===== config.mk =====
export PLATFORM = sky130hd
export DESIGN_NAME = lsf_interp
export DESIGN_NICKNAME = d
export VERILOG_FILES = /design/src/rtl/lsf_pkg.sv /design/src/rtl/lsf_interp.sv
export SDC_FILE = /design/constraint.sdc
export NUM_CORES = 1
export LEC_CHECK = 0
export BUFFER_PORTS_ARGS = -buffer_cell sky130_fd_sc_hd__buf_2
export CORE_ASPECT_RATIO = 0.9
export CORE_UTILIZATION = 55
export CTS_CLUSTER_SIZE = 10
export DETAILED_ROUTE_END_ITERATION = 7
export PLACE_DENSITY = 0.76
export SLEW_MARGIN = 10
export SYNTH_ARGS = -nofsm -noshare
export SYNTH_HDL_FRONTEND = slang
export SYNTH_SLANG_ARGS = --single-unit

===== constraint.sdc =====
create_clock -name i_clk -period 11.2 [get_ports i_clk]
set_input_delay 1.68 -clock i_clk [delete_from_list [all_inputs] [get_ports i_clk]]
set_output_delay 1.68 -clock i_clk [all_outputs]
set_load 0.05 [all_outputs]

===== src/rtl/lsf_pkg.sv =====
`timescale 1ns / 1ps
// ============================================================================
// lsf_pkg
// Shared types and fixed field widths for the lattice shape factor table
// block: item codes, load targets and the control word carried down the pipe.
// ============================================================================
package lsf_pkg;

    localparam int Q_W            = 32;   // Q8.24 vector components and coefficients
    localparam int ENTRY_W        = 24;   // Q10.14 table entries
    localparam int IDX_W          = 12;   // entry_index field
    localparam int IDX_EXT_W      = 17;   // holds any table depth up to 65536
    localparam int FRAC_W         = 48;   // fraction bits of a Q18.48 projection
    localparam int WEIGHT_W       = 16;   // interpolation weight, 1.0 = 65536
    localparam int PROD_W         = 64;   // one Q8.24 x Q8.24 product
    localparam int SUM_W          = 66;   // sum of three products
    localparam int AXES           = 3;
    localparam int MATRIX_COEFFS  = 9;
    localparam int MAT_IDX_W      = 4;
    localparam int RESULT_W       = 64;   // Q30.34 result
    localparam int OUT_FIFO_DEPTH = 16;

    typedef enum logic {
        OP_LOAD = 1'b0,
        OP_EVAL = 1'b1
    } t_op;

    typedef enum logic [1:0] {
        SEL_A      = 2'd0,
        SEL_B      = 2'd1,
        SEL_C      = 2'd2,
        SEL_MATRIX = 2'd3
    } t_sel;

    typedef struct packed {
        logic               valid;
        t_op                op;
        t_sel               sel;
        logic [IDX_W-1:0]   idx;
        logic [ENTRY_W-1:0] value;
    } t_ctrl;

endpackage


===== src/rtl/lsf_interp.sv =====
`timescale 1ns / 1ps
// ============================================================================
// lsf_interp
// Linear interpolation between two adjacent table entries, registered.
// ============================================================================
module lsf_interp
    import lsf_pkg::*;
(
    input  logic                i_clk,
    input  logic [ENTRY_W-1:0]  i_row0,
    input  logic [ENTRY_W-1:0]  i_row1,
    input  logic [WEIGHT_W-1:0] i_weight,
    output logic [ENTRY_W-1:0]  o_factor
);

    localparam int DIFF_W = ENTRY_W + 1;
    localparam int MUL_W  = DIFF_W + WEIGHT_W + 1;
    localparam int CORR_W = MUL_W - WEIGHT_W;

    logic signed [DIFF_W-1:0] w_diff;
    logic signed [MUL_W-1:0]  w_prod;
    logic signed [CORR_W-1:0] w_corr;
    logic signed [CORR_W-1:0] n_sum;
    logic [ENTRY_W-1:0]       r_factor;

    // (1-f)*v0 + f*v1 rewritten as v0 + f*(v1-v0), floor kept by the arithmetic shift
    assign w_diff = $signed({1'b0, i_row1}) - $signed({1'b0, i_row0});
    assign w_prod = $signed({1'b0, i_weight}) * w_diff;
    assign w_corr = $signed(w_prod[MUL_W-1:WEIGHT_W]);
    assign n_sum  = $signed({2'b00, i_row0}) + w_corr;

    always_ff @(posedge i_clk) begin
        r_factor <= n_sum[ENTRY_W-1:0];
    end

    assign o_factor = r_factor;

endmodule


==> reports/qor.yml <==
yosys:
  synthDominantCellAreaShare: 0.444
  seq_area_frac_synth: 0.0281
  post_syn_area_sq_um: 17100
  syn-mean-instance-area_sq_um: 8.54
  synth-seq-cells: 24
  yosys.cell_count.top_type: "inv_1"
  syn_nets: 2590
  yosys-top-cells-area: "fa_1, inv_1, ha_1"
  most_numerous_cell_types_in_the_synthesized_netlist: "inv_1, fa_1, nand2_1, and2_1, ha_1"
  synth_edf_count: 0
  primary_flip_flop_cell_chosen_by_synthesis_mapping: "dfxtp_1"
  synthesis.instances: 1999
  synth.distinct_cells: 60
  cell_taking_the_most_area_after_synthesis: "fa_1"
  synth-async-reset-ratio: 0
  synth_warnings: 0
timing:
  setup_violations: 0
  max_slew_margin: 0.387
  min_period_ns: 10.82
  worst_slew_pin_slew_ns: 0.915
  clock.fmax_mhz: 92.4
  slew_viols_final: 0
  final_hold_viol_count: 0
  timing.setup.tns_ns: 0
  period_share: 0.966
routing:
  drt-vias-per-instance: 5.44
  wirelength_microns: 43000
  detailedRoute.firstPassIterationCount: 5
  drt_iter0_drc: 891
  route.antenna.remaining_nets: 0
  avgRoutedWirePerCell_microns: 17.1
  route.vias.total: 13648
  post-route-drc-count: 0
finish:
  post-route-cell-area_sq_um: 18700
  num_antenna_cells: 0
  final_layout_size_suffix_gt1_frac: 0.110
  flip_flop_count_of_the_largest_register_all_copies_and_words_added: 24
  areaGrowthSynthToFinish_pct: 9.68
  nets: 2698
floorplanning:
  die-area_sq_um: 31700
  core_ar_sq_um: 30200
  dieWidth_microns: 188
  starting_utilization_of_the_core_area: 0.566
  die_y_microns: 169
  floorplan.io_pins: 89
  std_cell_rows: 60
setup_path:
  crit_start: "i_row0[1]"
  cpMostUsedCell: "fa_1"
  worst_path_largest_cell_delay_ns: 0.54
  worstSetupEndpointType: "flop"
  worstSetupPathType: "input pin to flop"
  worst_setup_path_start_kind: "input pin"
  critical_path_arrival_ns: 10.98
  critical_path_peak_fanout: 9
  worst-endpoint-required_ns: 11.36
  critPathSlowestCell: "fa_1"
clocking:
  clk_pin_slew_ns: 0.07
  cts_buffers: 3
  bufs_on_longest_clock_path: 2
  h-tree-depth: 1
  cts.sinks: 24
  cts.hold.buffers_added: 0
  cts_tree: "built"
  cts-root-buf: "clkbuf_16"
place:
  place_area_sq_um: 18400
  hpwl_microns: 34800
  place_congestion: 0.917
  placement.io_buffers: 88
grt:
  via_count_of_the_first_global_routing_pass: 14379
  grt_max_degree: 35
  grt_pass1_wl_microns: 70200
  grt_overflow: 0
  track_usage: 0.278
  number_of_antenna_violations_at_the_first_check_in_global_routing: 1
run_status:
  status: "finished clean"
worst_hold_path:
  hold_path.class: "input pin to flop"
  min_from: "i_row0[0]"
job:
  max_cap_viol_count: 0
## path summary, 6_finish.rpt
path | end | slack [ns] | cells after the start
worst max-delay path | o_factor[21]$_DFF_P_ | 0.38 | 45
worst min-delay path | o_factor[0]$_DFF_P_ | 1.67 | 2
## placed cells by master (no fill, tap or decap), types with 10 or more instances in the layout
cell type	instances
inv_1	493
fa_1	376
nand2_1	242
and2_1	164
ha_1	144
buf_4	93
buf_2	88
a21oi_1	55
xnor2_1	52
nor2b_1	48
nor2_1	37
o21ai_0	33
nand3_1	31
dfxtp_1	24
nor3_1	18
nand2b_1	16
a21o_1	16
nand4_1	16
xor2_1	15
o21a_1	13
a211oi_1	12
a211o_1	12
o211ai_1	10
## critical path: cells and delay by family
kind                     cells  cell delay, ns
AND/OR/NAND/NOR             10            1.60
adder cells (fa/ha/maj)      9            3.95
AO/OA/AOI/OAI               13            2.31
XOR/XNOR                     3            0.38
buffers and inverters       10            1.05
## through the flow
step	hold slack, ns	instances	utilization	worst slack (ns)
after global routing	1.68	2509	0.620	-0.0406
after floorplan	1.81	1999	-	0.539
after detailed placement	1.95	2491	0.610	-0.299
final	1.67	2509	0.620	0.378
after global placement	1.94	2491	0.610	-0.0143
after CTS	1.67	2495	0.613	0.00248
## final cells by class
| class | instances | area [sq um] |
|---|---|---|
| Timing Repair Buffer | 190 | 1270 |
| Sequential cell | 24 | 480 |
| Fill cell | 2569 | 11500 |
| Clock buffer | 4 | 88.8 |
| Tap cell | 403 | 504 |
| Inverter | 494 | 1850 |
| Multi-Input combinational cell | 1394 | 14500 |
## cells by family after synthesis
logic type                 after synthesis  share of synthesized area
buffers and inverters                  581                      0.128
DFF                                     24                     0.0281
xor gates and xnor gates                71                     0.0372
and+or+nand+nor                        601                      0.178
AOI/OAI and AO/OA                      196                     0.0759
adders and majority gates              526                      0.552
## layer usage
metal / wire [microns] / vias to the layer above / GRT usage
met3: 2760 / 107 / 0.0263
met4: 1300 / 0 / 0.0859
met2: 21800 / 534 / 0.498
li1: - / 6189 / -
met1: 17100 / 6818 / 0.356
met5: 0 / - / 0
## timing repair
item,in CTS,in global routing
pin swaps,0,26
resized for setup,1,37
buffers inserted,0,14
endpoints found under the hold margin,0,0
endpoints found under the setup margin,3,11
Power is left out: the tool's default activity adds up to more than one toggle a clock period on the data nets, which glitch-free logic cannot reach.
