## src/rtl/lsf_pkg.sv

```systemverilog
`timescale 1ns / 1ps
// ============================================================================
// lsf_pkg
// Shared types and fixed field widths for the lattice shape factor table
// block: item codes, load targets and the control word carried down the pipe.
// ============================================================================
package lsf_pkg;

    localparam int Q_W            = 32;   // Q8.24 vector components and coefficients
    localparam int ENTRY_W        = 24;   // Q10.14 table entries
    localparam int IDX_W          = 12;   // entry_index field
    localparam int IDX_EXT_W      = 17;   // holds any table depth up to 65536
    localparam int FRAC_W         = 48;   // fraction bits of a Q18.48 projection
    localparam int WEIGHT_W       = 16;   // interpolation weight, 1.0 = 65536
    localparam int PROD_W         = 64;   // one Q8.24 x Q8.24 product
    localparam int SUM_W          = 66;   // sum of three products
    localparam int AXES           = 3;
    localparam int MATRIX_COEFFS  = 9;
    localparam int MAT_IDX_W      = 4;
    localparam int RESULT_W       = 64;   // Q30.34 result
    localparam int OUT_FIFO_DEPTH = 16;

    typedef enum logic {
        OP_LOAD = 1'b0,
        OP_EVAL = 1'b1
    } t_op;

    typedef enum logic [1:0] {
        SEL_A      = 2'd0,
        SEL_B      = 2'd1,
        SEL_C      = 2'd2,
        SEL_MATRIX = 2'd3
    } t_sel;

    typedef struct packed {
        logic               valid;
        t_op                op;
        t_sel               sel;
        logic [IDX_W-1:0]   idx;
        logic [ENTRY_W-1:0] value;
    } t_ctrl;

endpackage

```

## src/rtl/lsf_out_fifo.sv

```systemverilog
`timescale 1ns / 1ps
// ============================================================================
// lsf_out_fifo
// Result queue between the pipe and the output channel.
// ============================================================================
module lsf_out_fifo
    import lsf_pkg::*;
#(
    parameter int DEPTH = 16
) (
    input  logic                       i_clk,
    input  logic                       i_rst_n,
    input  logic                       i_push,
    input  logic [RESULT_W-1:0]        i_data,
    input  logic                       i_pop,
    output logic                       o_valid,
    output logic [RESULT_W-1:0]        o_data,
    output logic [$clog2(DEPTH+1)-1:0] o_count
);

    localparam int PTR_W = $clog2(DEPTH);
    localparam int CNT_W = $clog2(DEPTH + 1);

    logic [RESULT_W-1:0] r_mem [DEPTH];
    logic [PTR_W-1:0]    r_wr_ptr;
    logic [PTR_W-1:0]    r_rd_ptr;
    logic [CNT_W-1:0]    r_count;
    logic [CNT_W-1:0]    n_count;
    logic                w_pop;

    assign w_pop   = i_pop && (r_count != '0);
    assign n_count = r_count + CNT_W'(i_push) - CNT_W'(w_pop);

    always_ff @(posedge i_clk) begin
        if (i_push) begin
            r_mem[r_wr_ptr] <= i_data;
        end
    end

    always_ff @(posedge i_clk) begin
        if (!i_rst_n) begin
            r_wr_ptr <= '0;
            r_rd_ptr <= '0;
            r_count  <= '0;
        end else begin
            if (i_push) begin
                r_wr_ptr <= r_wr_ptr + PTR_W'(1);
            end
            if (w_pop) begin
                r_rd_ptr <= r_rd_ptr + PTR_W'(1);
            end
            r_count <= n_count;
        end
    end

    assign o_valid = (r_count != '0);
    assign o_data  = r_mem[r_rd_ptr];
    assign o_count = r_count;

endmodule

```

## config.mk

```make
export PLATFORM = sky130hd
export DESIGN_NAME = lsf_out_fifo
export DESIGN_NICKNAME = d
export VERILOG_FILES = /design/src/rtl/lsf_pkg.sv /design/src/rtl/lsf_out_fifo.sv
export SDC_FILE = /design/constraint.sdc
export NUM_CORES = 1
export LEC_CHECK = 0
export BUFFER_PORTS_ARGS = -buffer_cell sky130_fd_sc_hd__buf_2
export CORE_MARGIN = 3
export CORE_UTILIZATION = 45
export DETAILED_ROUTE_END_ITERATION = 8
export GPL_ROUTABILITY_DRIVEN = 0
export PLACE_DENSITY = 0.59
export SLEW_MARGIN = 0
export SYNTH_ARGS = -nofsm -noshare
export SYNTH_HDL_FRONTEND = slang
export SYNTH_SLANG_ARGS = --single-unit
```

## constraint.sdc

```tcl
create_clock -name i_clk -period 6 [get_ports i_clk]
set_clock_uncertainty 0.2 [all_clocks]
set_input_delay 1.8 -clock i_clk [delete_from_list [all_inputs] [get_ports i_clk]]
set_output_delay 1.8 -clock i_clk [all_outputs]
set_load 0.02 [all_outputs]
```

==> impl_metrics.csv <==
group,metric,value,unit
detailed_routing,drtAntennaViolNets,0,
synthesis,avgSynthCellArea,23.5,um2
detailed_routing,first_pass_iters,5,
detailed_routing,vias,17800,
cts,cts_buffers,104,
die,core,0.0857,mm2
synthesis,synth-main-ff-cell,"edfxtp_1",
detailed_routing,wl_per_cell,28.8,um
worst_hold_path,min_path_cells,2,
critical_path,cp.arrival,3.05,ns
die,dieArea,0.0905,mm2
sta,setup_viol,0,
cts,clk_pin_slew,0.07,ns
worst_hold_path,worstHoldStart,"r_rd_ptr[1]",
place,port_buffers,137,
synthesis,yosys_register_bits,1041,
critical_path,crit_fanout,43,
critical_path,cp_slowest_cell,"dfxtp_4",
global_route,grt_pass1_vias,19100,
synthesis,syn_inst,1661,
final_layout,layout.area.seq,0.0311,mm2
power_and_ir_drop,p_per_area,387,mW/mm2
global_route,grt_max_degree,70,
cts,clk_latency,0.65,ns
synthesis,synth_edf_count,1024,
detailed_routing,drt_iter0_markers,1570,
critical_path,start_kind,"flip-flop",
sta,max_slew_margin,34.6,%
global_route,grt_pass1_wl,130000,um
cts,hold_buffers,0,
final_layout,nFillCells,6696,
place,hpwl,44100,um
cts,clockBufferDepth,3,
critical_path,rr_worst_depth,13,
cts,cts_tree,"yes",
cts,post_cts_buffers,0,
cts,clock-sinks,1041,
critical_path,end_kind,"output port",
sta,finalCritPeriodShare,84.2,%
final_layout,stdcell_count,3095,
synthesis,yosysSeqAreaShare,79.5,%
cts,ctsResizeCount,0,
place,dp_cells,2898,
detailed_routing,vias_per_cell,5.76,
global_route,grt.overflow.total,0,
power_and_ir_drop,power,17300,uW
detailed_routing,wl,89300,um
critical_path,cp_cell_sequence,"buf_4 > mux4_2 > a22oi_1 > nand2_1 > buf_2",
final_layout,multi_input_area,0.00760,mm2
worst_hold_path,hold_path.class,"reg -> reg",
die,initial_utilization,45.7,%
synthesis,async_flop_share,0,%
final_layout,nets,1940,
critical_path,critPathRequiredTime,4.00,ns
cts,cts_max_level,3,
sta,fin_crit,5.05,ns
synthesis,yosys_warnings,0,
power_and_ir_drop,ir_drop,0.290,mV
synthesis,netlist_area,0.0391,mm2
power_and_ir_drop,leakage,0.0139,uW
synthesis,synth.most_common_cell,"edfxtp_1",
sta,finalHoldViolCount,0,
synthesis,synth_cell_type_count,30,
synthesis,synth_area_leader_cell,"edfxtp_1",
die,die_y,301,um
sta,drv_slew,0,
global_route,grt_antenna_before_repair,11,
critical_path,crit_buf_inv,2,
final_layout,syn2layout_area_growth,14.2,%
critical_path,critical-path-top-delay-family,"flip-flops",
critical_path,r2r_start,"o_count[3]",
cts,root_buffer,"clkbuf_16",
sta,rsz0062_at_grt,"false",
synthesis,synth.cells.most_frequent,"edfxtp_1 (1024), mux4_2 (256), a22oi_1 (128)",
run_status,outcome,"complete, no violations",
synthesis,synthTopCellsByArea,"edfxtp_1 (79%), mux4_2 (15%), a22oi_1 (2.5%)",
detailed_routing,route.detailed.drc,0,
final_layout,drive_above_1_share,30.9,%
sta,worst_pin_slew,0.981,ns
global_route,grt_usage,19.9,%
sta,max_freq,0.198,GHz
die,num_rows,107,
die,pin_count,138,
synthesis,synth_top_area_share,78.6,%
critical_path,r2r_end,"o_count[4]",
flow_run,drv_cap,0,
sta,setup_tns,0,ns
critical_path,critPathKind,"reg -> out",
critical_path,rrSetupSlack,2.68,ns
synthesis,syn_nets,1741,
critical_path,critPathMaxStageDelay,0.88,ns
die,fp.dieW,301,um
## where the power goes
group / internal, uW / total [uW] / leakage (uW) / switching, uW
sequential: 8110 / 8220 / 0.00939 / 112
combinational: 1390 / 2870 / 0.00296 / 1470
clock: 3550 / 6190 / 0.00159 / 2640
total: 13100 / 17300 / 0.0139 / 4220
## per-layer routing
metal / up-vias / track usage (%) / routed length, um / part of all wire, %
met5: - / 0 / 18 / 0.020
met4: 4 / 5.12 / 1590 / 1.8
met3: 107 / 2.79 / 3850 / 4.3
met2: 453 / 34.2 / 46700 / 52
met1: 9726 / 26.9 / 37100 / 42
li1: 7523 / - / - / -
## worst max-delay path by stage
stage / start / to / slack (ns) / cells past startpoint
finish: flip-flop / o_data[31] / 0.95 / 5
global route: flip-flop / o_data[3] / 0.75 / 5
CTS: flip-flop / o_data[55] / 0.87 / 5
detailed placement: flip-flop / o_data[3] / 1.58 / 5
global placement: flip-flop / o_data[55] / 1.58 / 5
floorplan: i_push / r_mem[0][0] / 1.49 / 3
## metrics by stage
stage | hold WS (ns) | setup WS, ns | area, um2 | util [%]
4_1_cts | 0.332 | 0.871 | 44600 | 52.1
2_1_floorplan | 0.275 | 1.49 | 39100 | -
6_report | 0.326 | 0.946 | 44700 | 52.1
5_1_grt | 0.363 | 0.753 | 44600 | 52.1
3_3_place_gp | 0.290 | 1.58 | 41400 | 48.3
3_5_place_dp | 0.322 | 1.58 | 41400 | 48.3
## logic make-up (layout without fill, tap and decap cells)
logic type	after synthesis	count (layout)	share of synthesized area (%)
xor gates and xnor gates	9	9	0.202
adders and majority gates	12	12	0.403
buffers and inverters	96	379	1.25
AOI/OAI and AO/OA	133	133	2.53
and+or+nand+nor	113	113	1.36
other	0	7	0
muxes	257	257	14.8
DFF	1041	1041	79.5
## tightest hold or removal path, delay by kind of cell (launching register included)
| family | cells | cell delay [ns] |
|---|---|---|
| AND/OR/NAND/NOR | 1 | 0.06 |
| AO/OA/AOI/OAI | 1 | 0.10 |
| flip-flops | 1 | 0.33 |
## cell type report
type,instances,area share (%)
well taps,1144,3.21
clock buffers,137,6.20
flip-flops and latches,1041,69.6
diodes,7,0.0392
inverters,9,0.0756
clock inverters,53,1.09
repair buffers,180,2.73
multi-input cells,524,17.0
## state kept, by name, summed over array words and instances, names as in the netlist, named ones only
signal / cells
o_count: 5
r_rd_ptr: 4
r_mem: 1024
r_wr_ptr: 4
## cells in the final DEF, fill, tap and decap left out, types with 15 or more instances in the layout
cell       netlist  layout
a22oi_1        128     128
and2_4           0      17
buf_12           0      17
buf_2            7     137
buf_4           18      26
clkbuf_1        38      31
clkbuf_16        0     106
clkinv_1         0      16
clkinv_2         0      21
dfxtp_1         17      15
edfxtp_1      1024    1024
mux4_2         256     256
nand2_1         68      68
Power figures use the tool's default switching activity.
